[src/rtl/mffd_pkg.sv]
`timescale 1ns / 1ps

package mffd_pkg;

  // Frame and burst geometry
  localparam int FRAME_BYTES = 10;
  localparam int MAX_BURST   = 256;
  localparam int STORE_DEPTH = FRAME_BYTES - 1;
  localparam int BIF_W       = $clog2(FRAME_BYTES);
  localparam int BC_W        = $clog2(MAX_BURST + 1);

  // Frame bytes that map onto result fields (bytes 0..8)
  localparam int FIELD_BYTES = 9;
  localparam int VIEW_BYTES  = (STORE_DEPTH < FIELD_BYTES) ? STORE_DEPTH : FIELD_BYTES;

  // Result queue
  localparam int FIFO_DEPTH = 4;
  localparam int FIFO_PTR_W = $clog2(FIFO_DEPTH);
  localparam int FIFO_CNT_W = $clog2(FIFO_DEPTH + 1);

  // CRC-8/MAXIM, reflected
  localparam logic [7:0] CRC_POLY = 8'h8C;

  // Power-on burst signature
  localparam logic [7:0] PWR_BYTE0 = 8'hAA;
  localparam logic [7:0] PWR_BYTE1 = 8'h55;
  localparam logic [7:0] PWR_BYTE2 = 8'hFF;
  localparam int         PWR_LEN   = 3;

  typedef enum logic [1:0] {
    KIND_FRAME    = 2'd0,
    KIND_POWER_ON = 2'd1,
    KIND_WHOLE    = 2'd2,
    KIND_BAD_LEN  = 2'd3
  } kind_t;

  typedef struct packed {
    logic [7:0] rx_byte;
    logic       end_of_burst;
  } in_t;

  typedef struct packed {
    kind_t              result_kind;
    logic [7:0]         dev_addr;
    logic [7:0]         mode_byte;
    logic signed [15:0] phase_current;
    logic signed [15:0] rotor_speed;
    logic [15:0]        word_six_seven;
    logic [7:0]         fault_code;
    logic               crc_ok;
    logic [8:0]         burst_length;
    logic [31:0]        power_on_count;
    logic               last_of_run;
  } out_t;

  function automatic logic [7:0] crc_feed(input logic [7:0] crc, input logic [7:0] b);
    logic [7:0] c;
    c = crc ^ b;
    for (int i = 0; i < 8; i++) begin
      if (c[0]) begin
        c = (c >> 1) ^ CRC_POLY;
      end else begin
        c = c >> 1;
      end
    end
    return c;
  endfunction

endpackage

[src/rtl/motor_feedback_frame_decoder.sv]
`timescale 1ns / 1ps

// Motor feedback frame decoder.
// Input channel (in_valid / in_stall / in_data): one received byte of an RS485
// reply burst per transaction, with end_of_burst set on the last byte before
// the line goes idle. Bytes are cut into FRAME_BYTES-long frames; each frame
// yields a frame result with its fields and a CRC-8/MAXIM check. The byte
// that ends a burst also yields a summary result (power-on, whole frames or
// bad length). A byte can cause zero, one or two results.
// Output channel (out_valid / out_stall / out_data): one result per
// transaction, in order; last_of_run marks the final result of a byte.
// Latency: with the queue empty, a result caused by a byte is offered on the
// cycle after that byte is accepted; the second result of a byte follows once
// the first is taken. Results queued earlier go out first.
// Throughput: one byte per cycle. The parse state and CRC register each accepted
// byte; results drain through a 4-entry queue, which must keep room for two
// entries to accept a byte, so sustained rate is one byte per cycle while the
// receiver takes one result per cycle.
// Reset (rst_n low, synchronous): clears the CRC, frame position, burst
// count, power-on counter and the result queue.
// Receiver stall: queued results hold; once fewer than two entries are free,
// in_stall rises and the input waits.

module motor_feedback_frame_decoder
  import mffd_pkg::*;
(
  input  logic clk,
  input  logic rst_n,
  input  logic in_valid,
  output logic in_stall,
  input  in_t  in_data,
  output logic out_valid,
  input  logic out_stall,
  output out_t out_data
);

  // Parse state
  logic [7:0]       crc_r, crc_nxt;
  logic [BIF_W-1:0] bif_r, bif_nxt;
  logic [BC_W-1:0]  bc_r, bc_nxt;
  logic [31:0]      pot_r, pot_nxt;
  logic [7:0]       store_r [STORE_DEPTH];
  logic [7:0]       store_nxt [STORE_DEPTH];

  // Result queue
  out_t                  fifo_r [FIFO_DEPTH];
  logic [FIFO_PTR_W-1:0] wr_ptr_r, wr_ptr_nxt;
  logic [FIFO_PTR_W-1:0] rd_ptr_r, rd_ptr_nxt;
  logic [FIFO_CNT_W-1:0] cnt_r, cnt_nxt;

  logic       in_acc;
  logic       out_acc;
  logic       frame_hit;
  logic       eob_hit;
  logic [7:0] b;
  logic [7:0] view [FIELD_BYTES];
  logic       pwr_burst;
  kind_t      sum_kind;
  out_t       frame_res;
  out_t       sum_res;
  out_t       res_a;
  out_t       res_b;
  logic [1:0] push_n;

  // Keep room for two results so a frame-ending, burst-ending byte never drops one
  assign in_stall  = (cnt_r > FIFO_CNT_W'(FIFO_DEPTH - 2));
  assign in_acc    = in_valid && !in_stall;
  assign out_valid = (cnt_r != '0);
  assign out_acc   = out_valid && !out_stall;
  assign out_data  = fifo_r[rd_ptr_r];
  assign b         = in_data.rx_byte;

  // Stored frame bytes as seen by the field map; field bytes beyond the stored depth read zero
  always_comb begin
    for (int i = 0; i < FIELD_BYTES; i++) begin
      view[i] = 8'd0;
    end
    for (int i = 0; i < VIEW_BYTES; i++) begin
      view[i] = store_r[i];
    end
  end

  // Parse step for one accepted byte
  always_comb begin
    crc_nxt   = crc_r;
    bif_nxt   = bif_r;
    bc_nxt    = bc_r;
    pot_nxt   = pot_r;
    frame_hit = 1'b0;
    eob_hit   = 1'b0;
    pwr_burst = 1'b0;
    sum_kind  = KIND_BAD_LEN;
    for (int i = 0; i < STORE_DEPTH; i++) begin
      store_nxt[i] = store_r[i];
    end

    if (in_acc) begin
      // Drop bytes once the burst buffer is full
      if (bc_r < BC_W'(MAX_BURST)) begin
        bc_nxt = bc_r + 1'b1;
        if (bif_r < BIF_W'(STORE_DEPTH)) begin
          for (int i = 0; i < STORE_DEPTH; i++) begin
            if (bif_r == BIF_W'(i)) begin
              store_nxt[i] = b;
            end
          end
          crc_nxt = crc_feed(crc_r, b);
          bif_nxt = bif_r + 1'b1;
        end else begin
          frame_hit = 1'b1;
          crc_nxt   = 8'd0;
          bif_nxt   = '0;
        end
      end

      if (in_data.end_of_burst) begin
        eob_hit   = 1'b1;
        pwr_burst = (bc_nxt == BC_W'(PWR_LEN)) && (bif_nxt == BIF_W'(PWR_LEN)) &&
                    (store_nxt[0] == PWR_BYTE0) && (store_nxt[1] == PWR_BYTE1) &&
                    (store_nxt[2] == PWR_BYTE2);
        if (pwr_burst) begin
          sum_kind = KIND_POWER_ON;
          if (pot_r != 32'hFFFF_FFFF) begin
            pot_nxt = pot_r + 32'd1;
          end
        end else if ((bc_nxt != '0) && (bif_nxt == '0)) begin
          // Frame position tracks the burst count modulo the frame length
          sum_kind = KIND_WHOLE;
        end else begin
          sum_kind = KIND_BAD_LEN;
        end
        // Close the burst
        bc_nxt  = '0;
        bif_nxt = '0;
        crc_nxt = 8'd0;
      end
    end
  end

  // Build the results
  always_comb begin
    frame_res                = '0;
    frame_res.result_kind    = KIND_FRAME;
    frame_res.dev_addr       = view[0];
    frame_res.mode_byte      = view[1];
    frame_res.phase_current  = {view[2], view[3]};
    frame_res.rotor_speed    = {view[4], view[5]};
    frame_res.word_six_seven = {view[6], view[7]};
    frame_res.fault_code     = view[8];
    frame_res.crc_ok         = (crc_r == b);
    frame_res.burst_length   = 9'(bc_r + 1'b1);
    frame_res.power_on_count = pot_r;
    frame_res.last_of_run    = !eob_hit;

    sum_res                = '0;
    sum_res.result_kind    = sum_kind;
    sum_res.burst_length   = 9'(bc_r < BC_W'(MAX_BURST) ? bc_r + 1'b1 : bc_r);
    sum_res.power_on_count = pot_nxt;
    sum_res.last_of_run    = 1'b1;

    if (frame_hit) begin
      res_a = frame_res;
      res_b = sum_res;
    end else begin
      res_a = sum_res;
      res_b = sum_res;
    end
    push_n = {1'b0, frame_hit} + {1'b0, eob_hit};
  end

  // Queue pointers and fill count
  always_comb begin
    wr_ptr_nxt = wr_ptr_r + FIFO_PTR_W'(push_n);
    rd_ptr_nxt = out_acc ? rd_ptr_r + 1'b1 : rd_ptr_r;
    cnt_nxt    = cnt_r + FIFO_CNT_W'(push_n) - FIFO_CNT_W'(out_acc);
  end

  always_ff @(posedge clk) begin
    if (!rst_n) begin
      crc_r    <= 8'd0;
      bif_r    <= '0;
      bc_r     <= '0;
      pot_r    <= 32'd0;
      wr_ptr_r <= '0;
      rd_ptr_r <= '0;
      cnt_r    <= '0;
    end else begin
      crc_r    <= crc_nxt;
      bif_r    <= bif_nxt;
      bc_r     <= bc_nxt;
      pot_r    <= pot_nxt;
      wr_ptr_r <= wr_ptr_nxt;
      rd_ptr_r <= rd_ptr_nxt;
      cnt_r    <= cnt_nxt;
    end
  end

  // Payload storage, no reset
  always_ff @(posedge clk) begin
    for (int i = 0; i < STORE_DEPTH; i++) begin
      store_r[i] <= store_nxt[i];
    end
    if (push_n != 2'd0) begin
      fifo_r[wr_ptr_r] <= res_a;
    end
    if (push_n == 2'd2) begin
      fifo_r[FIFO_PTR_W'(wr_ptr_r + 1'b1)] <= res_b;
    end
  end

endmodule
[config.mk]
export PLATFORM = sky130hd
export DESIGN_NAME = motor_feedback_frame_decoder
export DESIGN_NICKNAME = d
export VERILOG_FILES = /design/src/rtl/mffd_pkg.sv /design/src/rtl/motor_feedback_frame_decoder.sv
export SDC_FILE = /design/constraint.sdc
export NUM_CORES = 1
export LEC_CHECK = 0
export BUFFER_PORTS_ARGS = -buffer_cell sky130_fd_sc_hd__buf_2
export CAP_MARGIN = 40
export CORE_AREA = 2 2 238 240
export DETAILED_ROUTE_END_ITERATION = 7
export DIE_AREA = 0 0 240 242
export PLACE_DENSITY = 0.6
export SLEW_MARGIN = 20
export SYNTH_ARGS = -nofsm -noshare
export SYNTH_HDL_FRONTEND = slang
export SYNTH_SLANG_ARGS = --single-unit
[constraint.sdc]
create_clock -name clk -period 5.07 [get_ports clk]
set_input_delay 0 -clock clk [delete_from_list [all_inputs] [get_ports clk]]
set_output_delay 0 -clock clk [all_outputs]
set_load 0.1 [all_outputs]
Word level (Yosys, flattened, before mapping)
Memory sizes are Yosys's and may differ from the RTL's. A register that Yosys moved wholly into a read port is not among the register bits.
Cells that the tools add are included.
W data, S select, Z words.
{ "op_classes": {"n_addsub": 9, "multipliers": 0, "div": 0, "magnitude_cmp": 3, "eq_ne": 16, "shifts": 0, "n_mux": 72, "n_bitwise": 9, "n_reduce_logical": 17} }
{ "ops": {"columns": ["cell", "n"], "rows": [
  ["$mux W8", 41],
  ["$mux W72", 4],
  ["$mux W32", 4],
  ["$mux W117", 1],
  ["$add A32 B1 Y32 const B", 1],
  ["$ne A32 B32 Y1 const B", 1],
  ["$mux W9", 3],
  ["$not A2 Y3", 8],
  ["$eq A4 B3 Y1 const B", 4],
  ["$eq A8 B8 Y1 const B", 2],
  ["$mux W4", 4],
  ["$eq A4 B2 Y1 const B", 3],
  ["$mux W1", 10],
  ["$mux W2", 5],
  ["$add A9 B1 Y9 const B", 1],
  ["$eq A9 B2 Y1 const B", 1],
  ["$lt A9 B9 Y1 const B", 1],
  ["$reduce_bool A9 Y1", 1],
  ["$eq A8 B7 Y1 const B", 1],
  ["$eq A8 B8 Y1", 1],
  ["$logic_not A4 Y1", 2],
  ["$xor A8 B8 Y8", 1],
  ["$logic_and A1 B1 Y1", 7],
  ["$add A2 B1 Y2 const B", 2],
  ["other kinds (14)", 17]
]} }
{ "totals": {"ff_bits": 60, "latch_bits": 0, "mem_bits_rw": 540, "romBits": 0, "word_cells": 135, "memories": 2} }
{ "mem_list": {"columns": ["memory", "depth", "word_bits", "read_ports", "rd_ports_with_merged_regs", "write_ports", "line", "source"], "rows": [
  ["fifo_r", 4, 117, 1, 1, 2, "motor_feedback_frame_decoder.sv:46", "out_t fifo_r [FIFO_DEPTH];"],
  ["store_r", 9, 8, 9, 0, 9, "motor_feedback_frame_decoder.sv:42", "logic [7:0] store_r [STORE_DEPTH];"]
]} }

Logic depth before layout (Yosys ltp)
{ "logic_depth": {"depth_word": 41, "ltp_mapped": 15} }

Worst setup path before layout
Ideal clock, no wire load.
{ "synth_timing": {"path_type": "reg-to-reg", "from": "register bc_r[8]", "to": "memory fifo_r[1][14] (netlist name), data pin", "setup_time_ps": 273, "arrival_time_ps": 3433, "required_ps": 4797, "slack_ps": 1364, "stages_incl_launch_ff": 16, "synth_period_minus_slack_ps": 3706, "path_cell_list": "dfxtp_1 > buf_4 > buf_4 > buf_2 > nor2b_1 > nand3_1 > inv_1 > ha_1 > clkbuf_1 > nor2_1 > a21oi_1 > nand2b_1 > clkbuf_1 > clkinv_1 > nand2b_1 > mux2i_1"} }
{ "synth_rtl": {"columns": ["element", "line", "source"], "rows": [
  ["start: declaration", "motor_feedback_frame_decoder.sv:40", "logic [BC_W-1:0] bc_r, bc_nxt;"],
  ["start signal: assignment", "motor_feedback_frame_decoder.sv:190", "bc_r <= bc_nxt;"],
  ["end: declaration", "motor_feedback_frame_decoder.sv:46", null]
]} }

==> impl_metrics.py <==
metrics = {
    "worst_setup_path": {
        "critPathLaunchType": "register",
        "timing.setup.critical_path_class": "register to register",
        "crit_path_from": "cnt_r[0]$_SDFF_PN0_",
        "cp_data_required_time_ps": 5550,
        "reg2regPathDepth": 13,
        "setup.worst_path.end": "fifo_r[1][24]$_DFFE_PP_",
        "arrival_time_at_the_worst_endpoint_ps": 4250,
        "timing.rr.end": "fifo_r[1][24]$_DFFE_PP_",
        "timing.critical_path.fanout_max": 32,
        "crit-reg2reg-launch": "cnt_r[0]$_SDFF_PN0_",
        "crit_path_end_kind": "register",
        "regToRegSetupSlack_ps": 1300,
    },
    "timing": {
        "final_critical_path_setup_slack_ps": 1296,
        "hold_slack_ps": 79.12,
        "rsz0062_at_grt": "no",
        "totalNegativeSetupSlack_ps": 0,
        "worst_rel_slew_slack_pct": 41.13,
        "hold_viol_final": 0,
        "final_number_of_setup_violating_endpoints": 0,
        "worstMarginPinSlew_ps": 883.0,
        "timing.final.crit_period_ps": 3774,
        "period_share_pct": 74.43,
        "max_freq_ghz": 0.2650,
        "timing_max_transition_violations_final": 0,
        "worst_clock_skew_ps": 33.28,
    },
    "route": {
        "route.vias.total": 16640,
        "dr.first_iter.drc_count": 1389,
        "drtAntennaViolNets": 0,
        "wl_per_cell_um": 23.98,
        "detail_route.drc_violations": 0,
        "drt_first_pass_iters": 5,
        "drt-total-wl_um": 66070,
        "routed_via_density": 6.039,
    },
    "floorplanning": {
        "floorplan.initialDensity_pct": 44.36,
        "floorplan.core_area_sq_mm": 0.05573,
        "rows": 87,
        "die_h_um": 242,
        "design.die.area_sq_mm": 0.05808,
        "top_level_ports": 132,
        "chipWidth_um": 240,
    },
    "logic_synthesis": {
        "dominantRegCellSynth": "sky130_fd_sc_hd__dfxtp_1",
        "syn_area_sq_mm": 0.02472,
        "synth_commonest_cells": "sky130_fd_sc_hd__dfxtp_1, sky130_fd_sc_hd__a22o_1, sky130_fd_sc_hd__edfxtp_1",
        "synth.ff_latch_count": 602,
        "async_flop_share_pct": 0,
        "synth_enable_flop_cells": 244,
        "yosysTopAreaCellShare_pct": 29.64,
        "synthesis.area_per_instance_sq_um": 13.32,
        "seq_area_frac_synth_pct": 58.63,
        "yosysTopAreaCell": "sky130_fd_sc_hd__edfxtp_1",
        "ys.warnings.count": 0,
        "syn-num-nets": 1884,
        "most_numerous_cell_in_the_yosys_netlist": "sky130_fd_sc_hd__dfxtp_1",
        "ys_top_cells_by_area": "sky130_fd_sc_hd__edfxtp_1, sky130_fd_sc_hd__dfxtp_1, sky130_fd_sc_hd__mux4_2, sky130_fd_sc_hd__a22o_1, sky130_fd_sc_hd__a21oi_1",
        "ys_types": 66,
        "synthCells": 1856,
    },
    "global_route": {
        "vias_in_the_first_global_route": 16610,
        "grt_max_degree": 110,
        "grt_pass1_wl_um": 101000,
        "globalRouteTotalUtil_pct": 22.54,
        "grt_antenna_before_repair": 1,
        "grt_remaining_overflow": 0,
    },
    "place": {
        "gp_congestion": 0.7727,
        "dp_cells": 2627,
        "hpwlAfterDp_um": 37450,
        "port_buffers": 131,
        "preCtsSetupSlack_ps": 1268,
        "dpl_cell_area_sq_mm": 0.02620,
    },
    "cts": {
        "post_cts_resize_count": 0,
        "worstSkewPairLatency_ps": 640,
        "cts_buffer_depth": 3,
        "ctsHtreeMaxLevel": 2,
        "clock_tree_from_tritoncts": "built",
        "clock_pin_slew_reported_for_the_worst_setup_and_hold_paths_after_clock_tree_synthesis_ps": 60,
        "clock_tree.root_cell": "sky130_fd_sc_hd__clkbuf_16",
        "numCtsBuffers": 61,
        "cts_sinks": 602,
    },
    "cells_and_area": {
        "layout-area-overhead-vs-synth_pct": 15.00,
        "postLayoutCellArea_sq_mm": 0.02843,
        "finalNonFillerCells": 2755,
        "layout_cells_sized_above_1_pct": 21.42,
        "layout.filler_cells": 4760,
        "finish.utilization_pct": 51.01,
        "final_net_count": 1974,
    },
    "status": {
        "status": "complete, no violations",
    },
    "hold_path": {
        "timing.hold.worst.class": "input port to register",
    },
    "power": {
        "totalPowerFinal_mw": 12.77,
        "power_density_mw_per_mm2": 449.2,
        "power.leakage_nw": 9.897,
        "vdd_ir_drop_max_uv": 381.2,
    },
    "run": {
        "drv_cap": 0,
    },
}
==> placed cells by master (no fill, tap or decap), drive strengths merged, types with 4 or more instances in the layout <==
cell / instances
a21oi: 124
mux2: 23
and3: 9
nand4b: 4
nor4b: 4
nor4: 6
nand3: 37
and4: 14
o21ai: 48
buf: 164
o31ai: 5
a22o: 290
or4: 12
dlygate4sd3: 10
mux4: 117
xor2: 9
nand2: 51
mux2i: 22
a22oi: 14
nor2: 66
edfxtp: 244
dfxtp: 358
and2: 17
or3: 29
nand4: 21
nor2b: 22
a2111oi: 7
clkinv: 24
ha: 14
inv: 22
a21boi: 28
bufinv: 8
clkbuf: 82
xnor2: 20
nand2b: 27
nor3: 14
==> critical path, stage by stage (launching register included) <==
cell	delay, ps
sky130_fd_sc_hd__dfxtp_1	320
sky130_fd_sc_hd__a21oi_1	230
sky130_fd_sc_hd__nand2_1	340
sky130_fd_sc_hd__inv_1	170
sky130_fd_sc_hd__nand3_1	330
sky130_fd_sc_hd__inv_1	230
sky130_fd_sc_hd__ha_1	390
sky130_fd_sc_hd__nor2_1	140
sky130_fd_sc_hd__a21oi_1	420
sky130_fd_sc_hd__nand2b_4	100
sky130_fd_sc_hd__inv_2	400
sky130_fd_sc_hd__buf_12	300
sky130_fd_sc_hd__nand2_1	80
sky130_fd_sc_hd__mux2i_1	130
==> final cells by class <==
cell class	count	area [sq um]	share of cell area [%]
repair buffers	174	1186	4.172
well taps	756	945.9	3.327
multi-input cells	1085	9614	33.82
inverters	22	82.58	0.2905
clock buffers	82	1695	5.963
flip-flops and latches	602	14500	51.01
diodes	1	2.502	0.008802
clock inverters	33	401.6	1.413
==> worst min path at each step <==
stage / endpoint / start / cells past startpoint / slack [ps]
final: pot_r[23]$_SDFF_PN0_ / rst_n / 4 / 80
after global routing: bif_r[1]$_SDFFE_PN0P_ / rst_n / 3 / 120
after CTS: pot_r[23]$_SDFF_PN0_ / rst_n / 4 / 60
after detailed placement: fifo_r[3][43]$_SDFFE_PP0P_ / fifo_r[3][43]$_SDFFE_PP0P_ / 1 / 450
after global placement: fifo_r[3][53]$_SDFFE_PP0P_ / fifo_r[3][53]$_SDFFE_PP0P_ / 1 / 450
after floorplan: store_r[0][24]$_DFFE_PP_ / in_data[1] / 0 / 100
==> routing by layer <==
layer,share of wire (%),vias to the layer above,track usage (%),routed length [um]
met5,0,-,0,0
met4,2.9,0,7.161,1945
met3,6.2,127,3.589,4085
met2,47,561,35.37,30820
met1,44,8476,32.04,29220
li1,-,7473,-,-
==> where the power goes <==
group | total, mW | internal, mW | switching, mW
clock | 4.67 | 2.75 | 1.92
sequential | 5.39 | 5.23 | 0.158
combinational | 2.71 | 0.698 | 2.01
total | 12.8 | 8.68 | 4.09
==> state kept, by name, indices dropped and copies added (netlist names), named ones only <==
register and count:
wr_ptr_r 2, store_r 72, pot_r 32, crc_r 8, bif_r 4, bc_r 9
fifo_r 468, cnt_r 3, rd_ptr_r 2
==> kinds of logic (layout without fill, tap and decap cells) <==
group                      after synthesis  in the layout  share of synthesized area (%)
adders and majority gates               15             15                         0.7896
muxes                                  162            162                          12.60
AOI/OAI and AO/OA                      534            534                          16.07
buffers and inverters                  169            311                          2.703
xor gates and xnor gates                30             30                          1.119
DFF                                    602            602                          58.63
and+or+nand+nor                        344            344                          8.088
other                                    0              1                              0
==> what timing repair did <==
action / 4_1_cts / 5_1_grt
hold buffers: 10 / 0
buffers inserted: 0 / 0
endpoints found under the hold margin: 61 / 0
Power figures use the tool's default switching activity.
